$ cat config.mk
export PLATFORM = sky130hd
export DESIGN_NAME = blt_pix_unit
export DESIGN_NICKNAME = d
export VERILOG_FILES = /design/src/rtl/blt_pkg.sv /design/src/rtl/blt_pix_unit.sv
export SDC_FILE = /design/constraint.sdc
export NUM_CORES = 1
export LEC_CHECK = 0
export ABC_AREA = 1
export BUFFER_PORTS_ARGS = -buffer_cell sky130_fd_sc_hd__buf_2
export CORE_MARGIN = 8
export CORE_UTILIZATION = 50
export DETAILED_ROUTE_END_ITERATION = 8
export GPL_ROUTABILITY_DRIVEN = 0
export GPL_TIMING_DRIVEN = 0
export HOLD_SLACK_MARGIN = 0.12
export PLACE_DENSITY = 0.81
export SLEW_MARGIN = 40
export SYNTH_ARGS = -nofsm -noshare
export SYNTH_HDL_FRONTEND = slang
export SYNTH_SLANG_ARGS = --single-unit
$ cat constraint.sdc
create_clock -name clock -period 4.7 [get_ports clock]
set_clock_uncertainty 0.15 [all_clocks]
set_input_delay 0.235 -clock clock [delete_from_list [all_inputs] [get_ports clock]]
set_output_delay 0.235 -clock clock [all_outputs]
set_load 0.01 [all_outputs]
$ cat src/rtl/blt_pkg.sv
// Package: shared constants, codes and types of the blitter.
package blt_pkg;

   localparam int SCREEN_W_DEF       = 128;
   localparam int SCREEN_H_DEF       = 32;
   localparam int SOURCE_H_DEF       = 64;
   localparam int GLYPH_W_DEF        = 5;
   localparam int GLYPH_H_DEF        = 8;
   localparam int GLYPHS_PER_ROW_DEF = 16;

   localparam int SRC_W   = 128;
   localparam int SRC_WPR = SRC_W / 32;

   // coordinate widths, signed, wide enough for the default parameter setting
   localparam int XW = 12;
   localparam int YW = 12;

   localparam logic [2:0] CMD_FILL   = 3'd0;
   localparam logic [2:0] CMD_BLIT   = 3'd1;
   localparam logic [2:0] CMD_CHAR   = 3'd2;
   localparam logic [2:0] CMD_ORIGIN = 3'd3;
   localparam logic [2:0] CMD_LOAD   = 3'd4;
   localparam logic [2:0] CMD_READ   = 3'd5;

   localparam logic [1:0] ROP_COPY = 2'd0;
   localparam logic [1:0] ROP_OR   = 2'd1;
   localparam logic [1:0] ROP_XOR  = 2'd2;
   localparam logic [1:0] ROP_ANDN = 2'd3;

   localparam logic [7:0] CHAR_NUL   = 8'd0;
   localparam logic [7:0] CHAR_NL    = 8'd10;
   localparam logic [7:0] CHAR_FIRST = 8'd33;
   localparam logic [7:0] CHAR_LAST  = 8'd126;

   localparam logic signed [10:0] CURSOR_X_MAX = 11'sd511;
   localparam logic signed [8:0]  CURSOR_Y_MAX = 9'sd127;

   typedef enum logic [2:0] {
      S_CLEAR,
      S_IDLE,
      S_PIX_RD,
      S_PIX_WR,
      S_RD,
      S_RD_OUT
   } state_type;

   typedef struct packed {
      logic start;
      logic step;
   } walk_ctl_type;

endpackage

$ cat src/rtl/blt_pix_unit.sv
// Shared pixel unit: clipping, word addresses and raster op for one pixel.
module blt_pix_unit
   import blt_pkg::*;
#(
   parameter int SCREEN_W = SCREEN_W_DEF,
   parameter int SCREEN_H = SCREEN_H_DEF,
   parameter int SOURCE_H = SOURCE_H_DEF,
   parameter int SCR_AW   = 7,
   parameter int SRC_AW   = 8
) (
   input  logic                 clock,
   input  logic                 load,
   input  logic signed [XW-1:0] org_x,
   input  logic signed [YW-1:0] org_y,
   input  logic signed [XW-1:0] src_x0,
   input  logic signed [YW-1:0] src_y0,
   input  logic [7:0]           dx,
   input  logic [7:0]           dy,
   input  logic [1:0]           op,
   input  logic                 fill_bit,
   input  logic                 is_fill,
   input  logic [31:0]          scr_word,
   input  logic [31:0]          src_word,
   output logic [SCR_AW-1:0]    scr_raddr,
   output logic [SRC_AW-1:0]    src_raddr,
   output logic [SCR_AW-1:0]    scr_waddr,
   output logic                 wr_en,
   output logic [31:0]          wr_word
);

   localparam int SCR_WPR = (SCREEN_W + 31) / 32;
   localparam int LW      = XW + YW;

   logic signed [XW-1:0] px, sx;
   logic signed [YW-1:0] py, sy;
   logic [LW-1:0]        scr_lin, src_lin;
   logic                 on_scr, src_ok;
   logic                 on_scr_ff, src_ok_ff;
   logic [4:0]           scr_bit_ff, src_bit_ff;
   logic [SCR_AW-1:0]    scr_addr_ff;
   logic                 s_bit, d_bit, r_bit;

   assign px = org_x + $signed(XW'(dx));
   assign py = org_y + $signed(YW'(dy));
   assign sx = src_x0 + $signed(XW'(dx));
   assign sy = src_y0 + $signed(YW'(dy));

   assign on_scr = (px >= 0) && (px < $signed(XW'(SCREEN_W)))
                && (py >= 0) && (py < $signed(YW'(SCREEN_H)));
   assign src_ok = (sx >= 0) && (sx < $signed(XW'(SRC_W)))
                && (sy >= 0) && (sy < $signed(YW'(SOURCE_H)));

   assign scr_lin = LW'($unsigned(py)) * LW'(SCR_WPR) + LW'($unsigned(px[XW-1:5]));
   assign src_lin = LW'($unsigned(sy)) * LW'(SRC_WPR) + LW'($unsigned(sx[XW-1:5]));

   assign scr_raddr = scr_lin[SCR_AW-1:0];
   assign src_raddr = src_lin[SRC_AW-1:0];

   always_ff @(posedge clock) begin
      if (load) begin
         on_scr_ff   <= on_scr;
         src_ok_ff   <= src_ok;
         scr_bit_ff  <= px[4:0];
         src_bit_ff  <= sx[4:0];
         scr_addr_ff <= scr_raddr;
      end
   end

   assign s_bit = src_ok_ff & src_word[src_bit_ff];
   assign d_bit = scr_word[scr_bit_ff];

   always_comb begin
      if (is_fill) begin
         r_bit = fill_bit;
      end else begin
         unique case (op)
            ROP_OR:   r_bit = d_bit | s_bit;
            ROP_XOR:  r_bit = d_bit ^ s_bit;
            ROP_ANDN: r_bit = d_bit & ~s_bit;
            default:  r_bit = s_bit;
         endcase
      end
   end

   assign scr_waddr = scr_addr_ff;
   assign wr_en     = on_scr_ff;
   assign wr_word   = (scr_word & ~(32'd1 << scr_bit_ff)) | (32'(r_bit) << scr_bit_ff);

endmodule

* Word-level counts from Yosys, hierarchy flattened
Cells that the tools add are included.
** Cells by class
- Add/sub/neg operators :: 6
- Multipliers :: 0
- Div/mod/pow operators :: 0
- Magnitude comparators :: 10
- Equal/unequal tests :: 3
- Shift-type cells :: 2
- Muxes and demuxes :: 6
- Bitwise logic cells :: 8
- Reductions and logical operators :: 6
** Operators with widths (count)
- $add 12x9->12 :: 4
- $ge 12x1->1 const B :: 4
- $and 32x32->32 :: 1
- $not 32->32 :: 1
- $or 32x32->32 :: 1
- $shl 1x5->32 :: 1
- $shl 1x5->32 const A :: 1
- $lt 12x9->1 const B :: 2
- $lt 12x7->1 const B :: 1
- $lt 12x8->1 const B :: 1
- $lt 5x6->1 const B :: 2
- $bmux 1 s5 :: 2
- $add 8x7->8 :: 1
- $add 7x7->7 :: 1
- $logic_and 1x1->1 :: 6
- $eq 2x2->1 const B :: 2
- $mux 1 :: 3
- $pmux 1 s3 :: 1
- $and 1x1->1 :: 2
- $eq 2x1->1 const B :: 1
- $not 1->1 :: 1
- $or 1x1->1 :: 1
- $xor 1x1->1 :: 1
** Word-level totals
- Flip-flop bits (word level) :: 19
- Bits in latches :: 0
- RAM bits :: 0
- Memory bits (read-only) :: 0
- Bits of input ports :: 134
- Output and inout bits :: 55
- Memories kept :: 0

* Logic depth before layout (Yosys ltp)
- Word-level depth :: 9
- Gate-level depth with buffers :: 20

* Worst setup path before layout
Ideal clock, no wire load.
- Path type :: input-to-output
- Start :: input org_x[0]
- End :: output scr_raddr[6]
- Data arrival time :: 2.786 ns
- Setup slack :: 1.529 ns
- Stages on the path :: 14
- Path through :: ha_1 > inv_1 > fa_1 > o21ai_0 > nand4_1 > o211ai_1 > xnor2_1 > inv_1 > fa_1 > nand3_1 > nand2_1 > xor2_1 > xnor2_1 > xor2_1
** On the way
- Longest elaborated chain between the ends :: 2
** Ends and longest elaborated chain
- start: declaration :: RTL line blt_pix_unit.sv:13 : input logic signed [XW-1:0] org_x,
- $add 12x9->12 :: RTL line blt_pix_unit.sv:43 : assign px = org_x + $signed(XW'(dx));
- $add 7x7->7 :: RTL line blt_pix_unit.sv:53 : assign scr_lin = LW'($unsigned(py)) * LW'(SCR_WPR) + LW'($unsigned(px[XW-1:5]));
- end: declaration :: RTL line blt_pix_unit.sv:24 : output logic [SCR_AW-1:0] scr_raddr,
No other way between the ends.

* Worst setup path in the final report
- Start :: register scr_bit_ff[0]
- End :: output wr_word[22]
** On the way
- Longest elaborated chain between the ends :: 7
- Elaborated cells between the ends (all ways) :: 12
- Classes of those cells :: 2 x shift; 4 x mux; 6 x bitwise
** Ends and longest elaborated chain
- start: declaration :: RTL line blt_pix_unit.sv:39 : logic [4:0] scr_bit_ff, src_bit_ff;
- start signal: assignment :: RTL line blt_pix_unit.sv:63 : scr_bit_ff <= px[4:0];
- $bmux 1 s5 :: RTL line blt_pix_unit.sv:70 : assign d_bit = scr_word[scr_bit_ff];
- $mux 1 (not written as such) :: RTL line blt_pix_unit.sv:70
- $and 1x1->1, or another cell as far along :: RTL line blt_pix_unit.sv:79 : ROP_ANDN: r_bit = d_bit & ~s_bit;
- $pmux 1 s3 :: RTL line blt_pix_unit.sv:76 : unique case (op)
- $mux 1 :: RTL line blt_pix_unit.sv:73 : if (is_fill) begin
- $shl 1x5->32 :: RTL line blt_pix_unit.sv:87 : assign wr_word = (scr_word & ~(32'd1 << scr_bit_ff)) | (32'(r_bit) << scr_bit_ff);
- $or 32x32->32 * :: RTL line blt_pix_unit.sv:87
- end: declaration :: RTL line blt_pix_unit.sv:28 : output logic [31:0] wr_word
Mark *: on every way between the ends. The rest lies on a longest branch, timed or not. The select of a mux whose other input is x is not followed.

==> metrics.md <==
| Metric | Value |
|---|---|
| Run status | `finished clean` |
| Detailed Place HPWL | `approximately 11000 um` |
| Max-cap viol count | `0` |
| Final critical path time including I/O delays and setup | `3.78 ns` |
| Post-DR vias/cell | `between 5 and 6` |
| Final Hold Viols | `0` |
| Sequential element share of the synthesized area | `0.135` |
| Data arrival time at the worst-slack endpoint | `3.40 ns` |
| Floorplan core area | `roughly 8000 um^2` |
| Max Clock Freq | `264 MHz` |
| Remaining max-slew budget at the tightest pin | `0.577` |
| Sum of negative setup slack | `0 ns` |
| Timing startpoint of the critical path | `scr_bit_ff[0]` |
| Yosys warnings | `0` |
| Finish-stage setup viols | `0` |
| Data required time at the worst endpoint | `4.32 ns` |
| Cell at the root of the clock tree | `sky130_fd_sc_hd__clkbuf_8` |
| Mean instance size in the synthesized netlist | `between 6 and 7 um^2` |
| Global-route wire length before repair | `~21000 um` |
| Number of diodes | `0` |
| Worst-Margin Slew | `between 0.6 and 0.7 ns` |
| Routed WL per cell | `about 14 um` |
| Number of buffers added for setup after CTS | `0` |
| Number of H-tree branching levels | `1` |
| Classification of the worst-slack hold path | `in2reg` |
| Total vias in the final route | `5016` |
| Initial core utilization | `0.513` |
| I/O Buffers | `around 190` |
| Final core utilization | `0.649` |
| Hold_ws | `~0.13 ns` |
| Share of cells above drive strength 1 | `0.300` |
| Number of clock sinks | `19` |
| Cts hold-fix bufs | `0` |
| Critical path class | `reg2out` |
| Largest net degree at the start of global routing | `20` |
| DIE HEIGHT | `~110 um` |
| Quantity of gates resized following cts | `0` |
| Remaining design rule violation count | `0` |
| Number of nets in the layout | `1030` |
| Category of the worst setup path launch point | `flip-flop` |
| Total die area | `approximately 12000 um^2` |
| Clock-pin slew reported for the worst setup and hold paths after clock tree synthesis | `approximately 0.070 ns` |
| Fin. max-slew vios | `0` |
| Synthesized Nets | `about 840` |
| Most frequent standard cell in the layout excluding fill and tap cells | `sky130_fd_sc_hd__buf_2` |
| Antenna viol nets, final | `0` |
| Number of iterations in the first detailed-routing pass | `6` |
| Final instance count without filler cells | `~950` |
| Total wire length | `about 13000 um` |
| Violation count after the first detailed-route iteration | `approximately 250` |
| Commonest non-fill, non-tap cells in the layout | `194 x sky130_fd_sc_hd__buf_2, 136 x sky130_fd_sc_hd__nand2_1, 118 x sky130_fd_sc_hd__inv_1, 57 x sky130_fd_sc_hd__nand3_1, 56 x sky130_fd_sc_hd__nor2_1` |
| Destination of the critical timing path | `wr_word[22]` |
| Post-Synthesis Cells | `roughly 650` |
| Top Ports | `around 190` |
| Number of core rows | `33` |
| Number of instances in the placed design | `945` |
| Leakage power summed over all cells | `slightly below 3 nW` |
| Area added between synthesis and finish | `26.5%` |
| Aggregate global routing overflow | `0` |
| Worst setup EP type | `output pin` |
| HP Start | `src_x0[0]` |
| Via count of the first global-routing pass | `between 4000 and 5000` |
| Die outline width | `roughly 110 um` |
| CTS tree | `done` |
| Initial antenna violation count | `0` |
| Number of flip-flops and latches in the synthesized netlist | `19` |
| Peak fanout along the critical path | `10` |
| Clk buf depth | `2` |
| Clock buffers created by TritonCTS | `3` |
| Global-route usage over all layers | `0.213` |
| Setup repair after global routing missed its margin | `no` |
| Synthesized area | `about 4200 um^2` |
| Power per Cell Area | `roughly 220 nW/um^2` |
| Peak supply drop | `between 0.00015 and 0.0002 V` |
| Period Utilization, post-route | `0.805` |
| Distinct cell type count after synthesis | `37` |
layout make-up:
type	count	area (um^2)
clock inverter	1	5.00
multi-input combinational	490	3040
clock buffer	3	41.3
inverter	119	449
fill	755	2880
buffer	24	154
sequential	19	571
tap	105	131
timing repair buffer	188	941
logic make-up after synthesis:
| group | after synthesis | share of synthesized area |
|---|---|---|
| AND/OR/NAND/NOR | 305 | 0.351 |
| buffers and inverters | 143 | 0.143 |
| AO/OA/AOI/OAI | 98 | 0.134 |
| adder cells (fa/ha/maj) | 51 | 0.162 |
| XOR/XNOR | 36 | 0.0748 |
| flip-flops | 19 | 0.135 |
how the worst min path moves through the flow:
| stage | end | cells past startpoint | slack, ns |
|---|---|---|---|
| global route | src_bit_ff[0] | 2 | 0.13 |
| CTS | src_bit_ff[0] | 2 | 0.13 |
| floorplan | scr_bit_ff[0] | 0 | 0.20 |
| global placement | src_bit_ff[0] | 2 | 0.38 |
| detailed placement | src_bit_ff[0] | 2 | 0.39 |
| finish | src_bit_ff[0] | 2 | 0.13 |
registers in the layout (all words and copies together), names as in the netlist:
register	count
scr_waddr	7
scr_bit_ff	5
src_ok_ff	1
src_bit_ff	5
wr_en	1
critical path: stages (launching register included):
cell and delay [ns]:
sky130_fd_sc_hd__edfxtp_1 0.42, sky130_fd_sc_hd__nor2_1 0.53, sky130_fd_sc_hd__inv_1 0.24, sky130_fd_sc_hd__o22ai_1 0.16, sky130_fd_sc_hd__nor2_1 0.06, sky130_fd_sc_hd__a21oi_1 0.13, sky130_fd_sc_hd__o31ai_1 0.09, sky130_fd_sc_hd__nand3_1 0.14
sky130_fd_sc_hd__and2_1 0.15, sky130_fd_sc_hd__ha_1 0.23, sky130_fd_sc_hd__a21oi_1 0.16, sky130_fd_sc_hd__nor2_1 0.06, sky130_fd_sc_hd__nor2_1 0.17, sky130_fd_sc_hd__nand2_4 0.12, sky130_fd_sc_hd__buf_6 0.17, sky130_fd_sc_hd__nand3_2 0.06
sky130_fd_sc_hd__nand2_1 0.08, sky130_fd_sc_hd__inv_1 0.06, sky130_fd_sc_hd__buf_2 0.12
synthesized netlist by cell type:
master                      count  share of area
sky130_fd_sc_hd__a21o_1         2         0.0036
sky130_fd_sc_hd__o21ai_0       36          0.043
sky130_fd_sc_hd__o311ai_0       3         0.0062
sky130_fd_sc_hd__a31oi_1        2         0.0030
sky130_fd_sc_hd__a22oi_1        2         0.0036
sky130_fd_sc_hd__a21boi_0       1         0.0018
sky130_fd_sc_hd__nand3b_1       2         0.0036
sky130_fd_sc_hd__nand4_1        2         0.0030
sky130_fd_sc_hd__edfxtp_1      19           0.14
sky130_fd_sc_hd__buf_4          5         0.0089
sky130_fd_sc_hd__xor2_1        23          0.048
sky130_fd_sc_hd__o22ai_1        9          0.013
sky130_fd_sc_hd__o211ai_1       2         0.0036
sky130_fd_sc_hd__inv_4          1         0.0015
sky130_fd_sc_hd__xnor2_1       13          0.027
sky130_fd_sc_hd__nand2_4        1         0.0027
sky130_fd_sc_hd__nand2_1      136           0.12
sky130_fd_sc_hd__a21oi_1       30          0.036
sky130_fd_sc_hd__o21bai_1       1         0.0018
sky130_fd_sc_hd__nor4_1         6         0.0089
sky130_fd_sc_hd__o2bb2ai_1      2         0.0042
sky130_fd_sc_hd__clkbuf_1       8         0.0071
sky130_fd_sc_hd__nand3_1       57          0.068
sky130_fd_sc_hd__nand3_2       31          0.074
sky130_fd_sc_hd__nor3_1         1         0.0012
sky130_fd_sc_hd__a211oi_1       2         0.0036
sky130_fd_sc_hd__buf_6          5          0.013
sky130_fd_sc_hd__buf_2          6         0.0071
sky130_fd_sc_hd__inv_1        118           0.11
sky130_fd_sc_hd__o31ai_1        3         0.0053
sky130_fd_sc_hd__nor2_1        56          0.050
sky130_fd_sc_hd__nand2_2        1         0.0015
sky130_fd_sc_hd__ha_1          45           0.13
sky130_fd_sc_hd__or2_2         11          0.016
sky130_fd_sc_hd__and2_1         1         0.0015
sky130_fd_sc_hd__fa_1           6          0.028
sky130_fd_sc_hd__a221oi_1       3         0.0062
where the power goes:
group	leakage [nW]	switching, W	internal [W]
logic	2.76	0.000484	0.000330
clock network	0.0255	0.0000503	0.0000587
registers	0.185	0.0000116	0.000230
routing by layer:
metal / vias to the layer above / routed length [um] / track usage
met4: 0 / 360 / 0.0763
met5: - / 0 / 0
met2: 259 / 6430 / 0.398
met1: 2211 / 5090 / 0.232
li1: 2512 / - / -
met3: 34 / 1200 / 0.0377
stage by stage:
stage,setup slack (ns),power [W],cell area (um^2)
6_report,0.918,0.00117,5340
5_1_grt,0.699,0.00126,5340
4_1_cts,1.02,0.00117,5340
3_5_place_dp,1.04,0.00105,5290
3_3_place_gp,1.09,0.00103,5290
2_1_floorplan,1.53,0.000774,4220
Power figures use the tool's default switching activity.
