$ cat src/rtl/blt_pkg.sv
// Package: shared constants, codes and types of the blitter.
package blt_pkg;

   localparam int SCREEN_W_DEF       = 128;
   localparam int SCREEN_H_DEF       = 32;
   localparam int SOURCE_H_DEF       = 64;
   localparam int GLYPH_W_DEF        = 5;
   localparam int GLYPH_H_DEF        = 8;
   localparam int GLYPHS_PER_ROW_DEF = 16;

   localparam int SRC_W   = 128;
   localparam int SRC_WPR = SRC_W / 32;

   // coordinate widths, signed, wide enough for the default parameter setting
   localparam int XW = 12;
   localparam int YW = 12;

   localparam logic [2:0] CMD_FILL   = 3'd0;
   localparam logic [2:0] CMD_BLIT   = 3'd1;
   localparam logic [2:0] CMD_CHAR   = 3'd2;
   localparam logic [2:0] CMD_ORIGIN = 3'd3;
   localparam logic [2:0] CMD_LOAD   = 3'd4;
   localparam logic [2:0] CMD_READ   = 3'd5;

   localparam logic [1:0] ROP_COPY = 2'd0;
   localparam logic [1:0] ROP_OR   = 2'd1;
   localparam logic [1:0] ROP_XOR  = 2'd2;
   localparam logic [1:0] ROP_ANDN = 2'd3;

   localparam logic [7:0] CHAR_NUL   = 8'd0;
   localparam logic [7:0] CHAR_NL    = 8'd10;
   localparam logic [7:0] CHAR_FIRST = 8'd33;
   localparam logic [7:0] CHAR_LAST  = 8'd126;

   localparam logic signed [10:0] CURSOR_X_MAX = 11'sd511;
   localparam logic signed [8:0]  CURSOR_Y_MAX = 9'sd127;

   typedef enum logic [2:0] {
      S_CLEAR,
      S_IDLE,
      S_PIX_RD,
      S_PIX_WR,
      S_RD,
      S_RD_OUT
   } state_type;

   typedef struct packed {
      logic start;
      logic step;
   } walk_ctl_type;

endpackage

$ cat src/rtl/blt_walker.sv
// Region walker: column and row counters over a rectangle.
module blt_walker
   import blt_pkg::*;
(
   input  logic         clock,
   input  logic         reset,
   input  walk_ctl_type ctl,
   input  logic [7:0]   width,
   input  logic [7:0]   height,
   output logic [7:0]   dx,
   output logic [7:0]   dy,
   output logic         last
);

   logic [7:0] dx_ff, dx_in, dy_ff, dy_in, w_ff, h_ff;
   logic       row_end;

   assign row_end = (dx_ff == w_ff - 8'd1);
   assign last    = row_end && (dy_ff == h_ff - 8'd1);
   assign dx      = dx_ff;
   assign dy      = dy_ff;

   always_comb begin
      dx_in = dx_ff;
      dy_in = dy_ff;
      if (ctl.start) begin
         dx_in = '0;
         dy_in = '0;
      end else if (ctl.step) begin
         if (row_end) begin
            dx_in = '0;
            dy_in = dy_ff + 8'd1;
         end else begin
            dx_in = dx_ff + 8'd1;
         end
      end
   end

   always_ff @(posedge clock) begin
      if (reset) begin
         dx_ff <= '0;
         dy_ff <= '0;
      end else begin
         dx_ff <= dx_in;
         dy_ff <= dy_in;
      end
      if (ctl.start) begin
         w_ff <= width;
         h_ff <= height;
      end
   end

endmodule

$ cat config.mk
export PLATFORM = sky130hd
export DESIGN_NAME = blt_walker
export DESIGN_NICKNAME = d
export VERILOG_FILES = /design/src/rtl/blt_pkg.sv /design/src/rtl/blt_walker.sv
export SDC_FILE = /design/constraint.sdc
export NUM_CORES = 1
export LEC_CHECK = 0
export ABC_AREA = 1
export BUFFER_PORTS_ARGS = -buffer_cell sky130_fd_sc_hd__clkbuf_2
export CORE_MARGIN = 2
export CORE_UTILIZATION = 45
export CTS_BUF_LIST = sky130_fd_sc_hd__clkbuf_16
export CTS_CLUSTER_DIAMETER = 200
export DETAILED_ROUTE_END_ITERATION = 8
export GPL_TIMING_DRIVEN = 0
export PLACE_DENSITY = 0.79
export SLEW_MARGIN = 10
export SYNTH_ARGS = -nofsm -noshare
export SYNTH_HDL_FRONTEND = slang
export SYNTH_SLANG_ARGS = --single-unit
$ cat constraint.sdc
create_clock -name clock -period 2.38 [get_ports clock]
set_input_delay 0.476 -clock clock [delete_from_list [all_inputs] [get_ports clock]]
set_output_delay 0.476 -clock clock [all_outputs]
set_load 0.1 [all_outputs]
; ---- Yosys cells after proc, flatten, opt, wreduce, memory -nomap -nowiden
; Index checks and enable logic that the tools add are counted.
[word_totals]
input_bits = 20
word_cells = 14
out_inout_bits = 17
register_bits = 32
[op_classes]
add_sub_neg = 4
n_reduce_logical = 3
mux = 1
n_eq_ne = 2
[op_table]
columns = operator, n
row1 = $add A8 B1 Y8 const B, 2
row2 = $eq A8 B8 Y1, 2
row3 = $sub A8 B1 Y8 const B, 2
row4 = $mux W8, 1
row5 = $reduce_and A2 Y1, 1
row6 = $reduce_or A2 Y1, 1
row7 = $logic_and A1 B1 Y1, 1

; ---- Longest topological paths before layout
; Gate-level depths: netlist of run 1.
[depth]
ltp_word = 3
depth_mapped = 14
ltp_nobuf = 13

; ---- Least setup slack after synthesis of run 1
; Ideal clock, no wire load.
[synth_path]
path_kind = reg-to-output
from = reg dx_ff[4] (netlist: dx[4])
to = out last
arrival_time_ns = 3.085
required_ns = 1.904
path_slack_ns = -1.181
stages_incl_launch_ff = 10
path_buffers = 1
path_cell_list = dfxtp_1 nor2_1 nor2_2 nor2_1 nor2_1 nand2_1 nor2_4 buf_6 inv_1 nor2_1
[synth_between]
elab_chain_cells = 2
[synth_lines]
columns = item, line
row1 = start: declaration, blt_walker.sv:15  ; logic [7:0] dx_ff, dx_in, dy_ff, dy_in, w_ff, h_ff;
row2 = start signal: assignment, blt_walker.sv:44  ; dx_ff <= dx_in;
row3 = $eq A8 B8 Y1, blt_walker.sv:18  ; assign row_end = (dx_ff == w_ff - 8'd1);
row4 = $logic_and A1 B1 Y1, blt_walker.sv:19  ; assign last = row_end && (dy_ff == h_ff - 8'd1);
row5 = end: declaration, blt_walker.sv:12  ; output logic last
; Every way passes these cells.

; ---- Final worst setup path of run 1
[layout_path]
from = reg w_ff[1]
to = out last
[layout_between]
elab_chain_cells = 3
[layout_lines]
columns = item, line
row1 = start: declaration, blt_walker.sv:15
row2 = start signal: assignment, blt_walker.sv:48  ; w_ff <= width;
row3 = $sub A8 B1 Y8, blt_walker.sv:18
row4 = $eq A8 B8 Y1, blt_walker.sv:18
row5 = $logic_and A1 B1 Y1, blt_walker.sv:19
; Every way passes these cells.

==> results.md, run 1 <==
* Overall global routing resource usage at 0.1791
* Net Sw Frac at 0.2350
* Crit path max fanout at 5
* Final worst slack at -0.02697 ns
* Fin Hold WS at 0.3736 ns
* Final setup violating endpoints at 1
* CP Capture Point: last
* PwrDens at 589.0 nW/um^2
* Yosys warnings at 0
* Total gr overflow at 0
* CTS tree: yes
* WL final at 3.674 mm
* WP data arrival at 1.93 ns
* Status: finished with violations
* Routability cong. at 0.8530
* CP Data Required Time at 1.90 ns
* Inserted Diodes at 0
* Routed length per instance at 11.41 um
* Synthesized net count at 248
* Share of layout cells above drive strength 1 at 0.3212
* Initial core utilization at 0.4799
* Clock Sinks at 32
* Die Wd at 67.19 um
* Reg2Reg Setup Slack at 0.42 ns
* Critical path class: flop to output pin
* Io pins at 37
* Sequential element share of the synthesized area at 0.4457
* Number of global-route vias before repair at 1442
* Clock power share at 0.430
* Top-area cell type share of the netlist area at 0.2674
* Measured slew at the worst slew-check pin at 0.5438 ns
* CTS max path bufs at 2
* DRT antenna net count at 0
* Classification of the worst-slack hold path: input port to flop
* Combinational Power Share at 0.114
* Crit path from: w_ff[1]$_DFFE_PP_
* Detail Placement HPWL at 2.543 mm
* Core Region at 3744 um^2
* RSZ-0062 raised after global routing: true
* Int Power at 1.047 mW
* CTS buffer count at 5
* LEAKAGE at 1.017 nW
* Syn Area/Cell at 8.021 um^2
* Synthesized flop and latch total at 32
* Crit. End Element: output pin
* Pre-CTS WS at -0.1542 ns
* Largest net degree at the start of global routing at 18
* Skew final at 0.002117 ns
* Worst-path clk slew at 0.05 ns
* Synth area leader: edfxtp_1
* Die ar. at 4514 um^2
* Most frequent cells in the layout: 54 x nand2_1, 35 x clkbuf_2, 29 x nor2_1
* Post-Synthesis Cell Area at 1797 um^2
* Fmax achieved at 0.4155 GHz
* Failing checks: negative setup slack
* Fin crit share at 1.011
* Layout Cells excl Fill at 322
* Min cycle time layout at 2.407 ns
* PortBufs at 36
* Routed vias/inst at 4.832
* Row count at 22
* Global-route wire length before repair at 6.009 mm
* Leading cell type in the layout, fill and taps excluded: nand2_1
* Root Driver: clkbuf_16
* Synth top area cells: edfxtp_1 27%, dfxtp_1 18%, nand2_1 12%, xor2_1 8.3%, nor2_1 6.5%
* Area grow syn2layout at 29.32%
* Initial antenna violation count at 0
* Worst R2R Start: w_ff[1]$_DFFE_PP_
* Post-synthesis cell type count at 23
* Worst r2r path cells at 12
* Seq pwr share at 0.456
* Count of final hold-check violations at 0
* Via count at 1556
* H-tree levels at 2
* Number of max-cap violations at 0
* Startpoint Class: flop
* Reg2reg end: dx[7]$_SDFFE_PP0P_
* Rel. slew slack at 0.6390
* Die height at 67.19 um
* Drt drc at 0
* Dpl cells at 308
* FILL cells at 322
* Worst skew pair latency at 0.28 ns
* VDD IR max at 0.4869 mV
* Critical hold path startpoint: width[7]
* Slew Limit Fails at 0
* Cells after synthesis at 224
* Nets at 297
* 1st-pass router iterations at 4
* Starting DRT DRC Count at 83
* Switching power at 0.3216 mW
layer usage:
layer / vias up / wire length, um / global-route usage
met5: - / 0 / 0
met4: 0 / 84 / 0.08418
met3: 9 / 212 / 0.04500
met1: 690 / 1682 / 0.2223
li1: 809 / - / -
met2: 48 / 1695 / 0.2921
power groups by stage:
stage	Combinational (mW)	Clock [mW]	Sequential [mW]
floorplan	0.0873	0	0.636
global placement	0.127	0	0.631
detailed placement	0.130	0	0.633
CTS	0.145	0.596	0.623
global route	0.175	0.625	0.626
finish	0.156	0.589	0.624
through the flow:
| stage | power [mW] | utilization | area, um^2 | setup TNS [ns] |
|---|---|---|---|---|
| after global placement | 0.7582 | 0.5538 | 2073 | -0.1285 |
| after CTS | 1.364 | 0.6130 | 2295 | -0.06340 |
| after detailed placement | 0.7628 | 0.5538 | 2073 | -0.1542 |
| final | 1.368 | 0.6207 | 2323 | -0.02697 |
| after global routing | 1.427 | 0.6207 | 2323 | -0.1447 |
| after floorplan | 0.7237 | - | 1833 | 0 |
Yosys cell counts:
cell type	count
buf_6	2
nor3_1	4
nand4_1	3
nand3b_1	2
nor2_4	1
inv_2	1
o21a_1	2
xor2_1	17
dfxtp_1	16
nand2_1	56
nor3_2	1
nor2_2	2
edfxtp_1	16
nand3_1	18
ha_1	4
inv_1	24
nand3_2	1
xnor2_1	9
clkinv_1	1
a21oi_1	9
nand2_2	3
o21ai_0	1
nor2_1	31
cell families after synthesis:
logic type	count (synthesis)	share of synthesized area
simple gates	122	0.2967
xor+xnor	26	0.1267
compound gates	12	0.03620
fa+ha+maj	4	0.02786
flops	32	0.4457
buf+inv	28	0.06685
worst min path at each step:
| stage | endpoint | slack (ns) | cells after the start |
|---|---|---|---|
| after floorplan | h_ff[0]$_DFFE_PP_ | 0.57 | 0 |
| after global placement | dy[7]$_SDFFE_PP0P_ | 0.48 | 2 |
| after detailed placement | dy[6]$_SDFFE_PP0P_ | 0.50 | 2 |
| after CTS | w_ff[7]$_DFFE_PP_ | 0.37 | 1 |
| after global routing | w_ff[4]$_DFFE_PP_ | 0.37 | 1 |
| final | w_ff[7]$_DFFE_PP_ | 0.37 | 1 |
cell type report:
| type | count | area, um^2 | area share |
|---|---|---|---|
| buffer | 1 | 11.26 | 0.004847 |
| clock buffer | 5 | 125.1 | 0.05385 |
| clock inverter | 3 | 11.26 | 0.004847 |
| inverter | 26 | 97.59 | 0.04200 |
| multi-input combinational | 164 | 935.9 | 0.4028 |
| sequential | 32 | 829.5 | 0.3570 |
| tap | 48 | 60.06 | 0.02585 |
| timing repair buffer | 43 | 252.7 | 0.1088 |
repair_timing:
action                                  in CTS  in global routing
pin swaps                                    8                  6
resized for setup                           13                  5
buffers inserted                             4                  3
endpoints found under the setup margin       1                  1
hold buffers                                 0                  0
worst max-delay path, stage by stage, from the launching register on:
cell	delay, ns
edfxtp_1	0.41
inv_2	0.09
ha_4	0.20
xor2_1	0.12
nand3_1	0.09
nor2_1	0.09
nand2_1	0.09
nor2_4	0.18
inv_2	0.06
nor2_4	0.11
clkbuf_16	0.20
sequential cells by signal, summed over array words and instances (netlist names):
name,count
dx,8
dy,8
h_ff,8
w_ff,8
Note: power is estimated with default switching activity, not from simulation.
==> run 2: changes to the inputs <==
- ABC_AREA: 1 -> not set
- BUFFER_PORTS_ARGS: -buffer_cell sky130_fd_sc_hd__clkbuf_2 -> -buffer_cell sky130_fd_sc_hd__buf_2
==> results.md, run 2 <==
* Global-route wire length before repair at 6.141 mm
* Post-synthesis cell type count at 39
* Dpl cells at 252
* Cells after synthesis at 169
* Starting DRT DRC Count at 60
* Routed length per instance at 13.80 um
* Core Region at 3661 um^2
* Die Wd at 65.52 um
* Synthesized flop and latch total at 32
* Crit path max fanout at 4
* Async S/R FF share, synth at 0
* Int Power at 1.050 mW
* Combinational Power Share at 0.111
* Rel. slew slack at 0.5554
* WL final at 3.782 mm
* Fin crit share at 1.270
* Routed vias/inst at 5.241
* CP Data Required Time at 1.90 ns
* Total gr overflow at 0
* Classification of the worst-slack hold path: input port to flop
* Drt drc at 0
* Via count at 1436
* PwrDens at 565.3 nW/um^2
* Initial core utilization at 0.4651
* Crit. End Element: output pin
* Leading cell type in the layout, fill and taps excluded: buf_2
* Overall global routing resource usage at 0.1891
* Synthesized net count at 193
* Syn Area/Cell at 10.08 um^2
* Inserted Diodes at 0
* Number of max-cap violations at 0
* Startpoint Class: flop
* Min cycle time layout at 3.023 ns
* WP data arrival at 2.55 ns
* Seq pwr share at 0.461
* Switching power at 0.3104 mW
* Top-area cell type share of the netlist area at 0.2821
* Largest net degree at the start of global routing at 19
* H-tree levels at 2
* Die ar. at 4292 um^2
* Synth area leader: edfxtp_1
* LEAKAGE at 0.9274 nW
* DRT antenna net count at 0
* Hold Buf Count CTS at 0
* Slew Limit Fails at 0
* Crit path buf inv count at 1
* Share of layout cells above drive strength 1 at 0.4071
* CTS buffer count at 5
* Worst skew pair latency at 0.27 ns
* Nets at 249
* Prevailing post-synth register cell: edfxtp_1
* Fmax achieved at 0.3308 GHz
* RSZ-0062 raised after global routing: true
* Worst path max stage delay at 0.41 ns
* Commonest cells post-synth: 16 x dfxtp_1, 16 x edfxtp_1, 13 x nor2_1, 13 x xor2_1, 11 x xnor2_1
* Row count at 22
* Die height at 65.52 um
* Post-Synthesis Cell Area at 1703 um^2
* Skew final at 0.005370 ns
* Delay-heaviest family, CP: simple AND/OR/NAND/NOR gates
* Number of synthesized flops with an enable pin at 16
* Setup TNS at -5.141 ns
* PortBufs at 35
* VDD IR max at 0.5750 mV
* Net Sw Frac at 0.2282
* Count of final hold-check violations at 0
* Yosys warnings at 0
* Number of global-route vias before repair at 1426
* Area grow syn2layout at 41.29%
* Layout Cells excl Fill at 274
* Synth top area cells: edfxtp_1 28%, dfxtp_1 19%, xor2_1 6.7%, xnor2_1 5.7%, ha_1 2.9%
* Failing checks: negative setup slack
* 1st-pass router iterations at 4
* Final setup violating endpoints at 17
* Clock power share at 0.428
* Initial antenna violation count at 0
* Critical path class: flop to output pin
* Final worst slack at -0.6433 ns
* Cell Chain, Critical Path: or3_4 > or3_4 > nor3b_2 > a21oi_1 > a211o_1 > a2111oi_4 > buf_6
* Measured slew at the worst slew-check pin at 0.6670 ns
* Root Driver: clkbuf_16
* CTS max path bufs at 2
* Most frequent cells in the layout: 34 x buf_2, 16 x edfxtp_1, 13 x xor2_1, 13 x nor2_1, 12 x dfxtp_2
* CP max-delay cell: or3_4
* Detail Placement HPWL at 2.416 mm
* Crit-path most repeated cell: or3_4
* Status: finished with violations
* Routability cong. at 0.7974
* CTS tree: yes
* Worst-path clk slew at 0.05 ns
* Clock Sinks at 32
* Io pins at 37
* Sequential element share of the synthesized area at 0.4702
==> run 2: changes by cell type in the layout (fill, tap and decap cells not counted), sizes merged, moves of 4 or more <==
cell    previous run  this run
nand2             59        10
buf                8        50
clkbuf            41        10
nor2              34        13
inv               27        10
nand3             19        10
or3                0         7
o21ai              1         6
nor3               5         1
o31ai              0         4
xor2              17        13
==> run 2: what timing repair did <==
| action | CTS | global route |
|---|---|---|
| setup endpoints to repair | 17 | 17 |
| setup buffers | 13 | 3 |
| gates cloned | 2 | 0 |
| pin swaps | 25 | 8 |
| resized for setup | 28 | 11 |
==> run 2: per-layer routing <==
metal / GRT usage / share of wire / up-vias
met5: 0 / 0 / -
met2: 0.3163 / 0.50 / 31
met1: 0.2301 / 0.43 / 670
met4: 0.08594 / 0.017 / 0
li1: - / - / 729
met3: 0.04623 / 0.050 / 6
==> run 2: worst paths after layout <==
path / end / depth (start not counted) / slack [ns] / startpoint
max: last / 7 / -0.64 / h_ff[1]$_DFFE_PP_
min: h_ff[6]$_DFFE_PP_ / 1 / 0.38 / height[6]
max reg2reg: dy[3]$_SDFFE_PP0P_ / 12 / -0.43 / w_ff[0]$_DFFE_PP_
min reg2reg: dx[1]$_SDFFE_PP0P_ / 2 / 0.53 / dx[1]$_SDFFE_PP0P_
==> run 2: layout make-up <==
cell class                 instances  area, um^2
buffer                             6       43.79
clock buffer                       5       125.1
clock inverter                     3       11.26
fill                             280        1255
inverter                           7       26.28
multi-input combinational        124       983.4
sequential                        32       815.8
tap                               48       60.06
timing repair buffer              49       340.3
==> run 2: power by group through the flow <==
stage / logic (mW) / clock network [mW] / registers [mW]
6_report: 0.150 / 0.582 / 0.628
5_1_grt: 0.164 / 0.612 / 0.631
4_1_cts: 0.147 / 0.590 / 0.627
3_5_place_dp: 0.124 / 0 / 0.640
3_3_place_gp: 0.121 / 0 / 0.639
2_1_floorplan: 0.0828 / 0 / 0.645
==> run 2: through the flow <==
step | hold WS (ns) | setup WS, ns | total power [mW] | area (um^2) | utilization
global route | 0.3714 | -0.7303 | 1.407 | 2406 | 0.6572
finish | 0.3783 | -0.6433 | 1.360 | 2406 | 0.6572
CTS | 0.3746 | -0.6563 | 1.364 | 2380 | 0.6500
global placement | 0.4896 | -0.5411 | 0.7609 | 1981 | 0.5410
floorplan | 0.5749 | -0.9055 | 0.7274 | 1745 | -
detailed placement | 0.4982 | -0.5758 | 0.7643 | 1981 | 0.5410
==> run 2: cell families (layout without fill, tap and decap cells) <==
group           Yosys count  in the layout  synth area share
xor+xnor                 24             24            0.1234
fa+ha+maj                 4              4           0.02939
simple gates             66             66            0.2204
flops                    32             32            0.4702
buf+inv                  13             70           0.02866
compound gates           30             30            0.1278
==> run 3: changes to the inputs <==
- PLACE_DENSITY: 0.79 -> 0.65
- SETUP_SLACK_MARGIN: not set -> 0.5
==> results.md, run 3 (same netlist as run 2, synthesis figures left out) <==
* Int Power at 1.049 mW
* Area grow syn2layout at 36.08%
* Routed length per instance at 13.61 um
* Routability cong. at 0.8120
* VDD IR max at 0.4770 mV
* Die height at 65.52 um
* Layout Cells excl Fill at 272
* Share of layout cells above drive strength 1 at 0.3795
* Hold depth at 1
* CP max-delay cell: or3_4
* Setup TNS at -4.160 ns
* 1st-pass router iterations at 4
* Initial antenna violation count at 0
* Final design utilization at 0.6329
* Die Wd at 65.52 um
* Min cycle time layout at 3.047 ns
* Reg area at 815.8 um^2
* Clock Sinks at 32
* Total gr overflow at 0
* Slew Limit Fails at 0
* WP data arrival at 2.57 ns
* Crit-path most repeated cell: or3_4
* Worst skew pair latency at 0.27 ns
* Overall global routing resource usage at 0.1982
* Final worst slack at -0.6666 ns
* Count of final hold-check violations at 0
* Drt drc at 0
* Starting DRT DRC Count at 89
* Global-route wire length before repair at 6.334 mm
* Via count at 1452
* Classification of the worst-slack hold path: input port to flop
* Rel. slew slack at 0.6031
* Die ar. at 4292 um^2
* Min-Delay Endpoint: h_ff[1]$_DFFE_PP_
* Largest net degree at the start of global routing at 19
* Delay-heaviest family, CP: simple AND/OR/NAND/NOR gates
* RSZ-0062 raised after global routing: true
* PwrDens at 584.7 nW/um^2
* Reg2Reg Setup Slack at -0.34 ns
* Seq pwr share at 0.464
* Most frequent cells in the layout: 34 x buf_2, 16 x edfxtp_1, 13 x xor2_1, 13 x nor2_1, 12 x dfxtp_2
* CTS max path bufs at 2
* Startpoint Class: flop
* Routed vias/inst at 5.338
* Worst R2R Start: w_ff[0]$_DFFE_PP_
* Inserted Diodes at 0
* Switching power at 0.3060 mW
* Number of max-cap violations at 0
* Leading cell type in the layout, fill and taps excluded: buf_2
* Detail Placement HPWL at 2.540 mm
* H-tree levels at 2
* WL final at 3.702 mm
* Failing checks: negative setup slack
* PortBufs at 35
* Status: finished with violations
* Crit. End Element: output pin
* Net Sw Frac at 0.2258
* Worst path max stage delay at 0.41 ns
* Combinational Power Share at 0.110
* Nets at 247
* Multi-input logic area at 952.2 um^2
* Fin crit share at 1.280
* Root Driver: clkbuf_16
* Clock power share at 0.426
* Core Region at 3661 um^2
* Critical path class: flop to output pin
* FILL cells at 312
* Measured slew at the worst slew-check pin at 0.5954 ns
* Crit path max fanout at 4
* CTS buffer count at 5
* Cell Chain, Critical Path: or3_4 > or3_4 > nor3b_2 > a21oi_1 > a211o_1 > a2111oi_4 > buf_6
* Worst-path clk slew at 0.04 ns
* CP Data Required Time at 1.90 ns
* Initial core utilization at 0.4651
* LEAKAGE at 0.8884 nW
* DRT antenna net count at 0
* Pre-CTS WS at -0.6022 ns
* Io pins at 37
* Skew final at 0.005474 ns
* Final setup violating endpoints at 17
* Reg2reg end: dy[7]$_SDFFE_PP0P_
* Dpl cells at 252
* Fmax achieved at 0.3282 GHz
* Row count at 22
* Worst r2r path cells at 12
* Number of global-route vias before repair at 1404
* Critical hold path startpoint: height[1]
* Crit path buf inv count at 1
* CTS tree: yes
==> run 3: cell types whose count changed in the layout (fill, tap and decap cells not counted), sizes merged <==
cell	delta
inv	-1
clkinv	+1
buf	-2
==> run 3: worst max path at each step <==
stage / start / endpoint / slack (ns) / cells after the start
6_report: h_ff[1]$_DFFE_PP_ / last / -0.67 / 7
5_1_grt: h_ff[1]$_DFFE_PP_ / last / -0.77 / 7
4_1_cts: h_ff[1]$_DFFE_PP_ / last / -0.66 / 7
3_5_place_dp: w_ff[0]$_DFFE_PP_ / last / -0.60 / 8
3_3_place_gp: w_ff[0]$_DFFE_PP_ / last / -0.56 / 8
2_1_floorplan: h_ff[0]$_DFFE_PP_ / last / -0.91 / 6
==> run 3: layout make-up <==
cell class | count | share of cell area
Timing Repair Buffer | 47 | 0.1269
Clock inverter | 3 | 0.004860
Clock buffer | 5 | 0.05400
Buffer | 6 | 0.01404
Tap cell | 48 | 0.02592
Multi-Input combinational cell | 124 | 0.4109
Sequential cell | 32 | 0.3521
Inverter | 7 | 0.01134
==> run 3: timing repair <==
action                                 CTS  global route
gates resized for setup                 14             4
setup endpoints to repair               17            17
setup buffers                           12             0
pin swaps                               10             2
hold buffers                             0             0
endpoints found under the hold margin    0             0
==> run 3: power groups by stage <==
stage               combinational [mW]  sequential, mW  clock [mW]
global placement                 0.123           0.640           0
floorplan                       0.0860           0.645           0
finish                           0.149           0.629       0.577
global route                     0.165           0.632       0.625
CTS                              0.146           0.628       0.592
detailed placement               0.128           0.642           0
==> run 3: stage by stage <==
| stage | instance area [um^2] | hold WS (ns) | power, mW |
|---|---|---|---|
| 3_5_place_dp | 2009 | 0.5191 | 0.7702 |
| 3_3_place_gp | 2009 | 0.4962 | 0.7629 |
| 2_1_floorplan | 1774 | 0.5749 | 0.7306 |
| 6_report | 2317 | 0.3783 | 1.355 |
| 4_1_cts | 2296 | 0.3741 | 1.367 |
| 5_1_grt | 2317 | 0.3706 | 1.422 |
==> run 3: metal layers <==
layer	vias up	global-route usage	wire, um
met5	-	0	0
met4	0	0.09375	73
met3	7	0.05479	209
met2	40	0.3304	1872
met1	677	0.2362	1546
li1	728	-	-
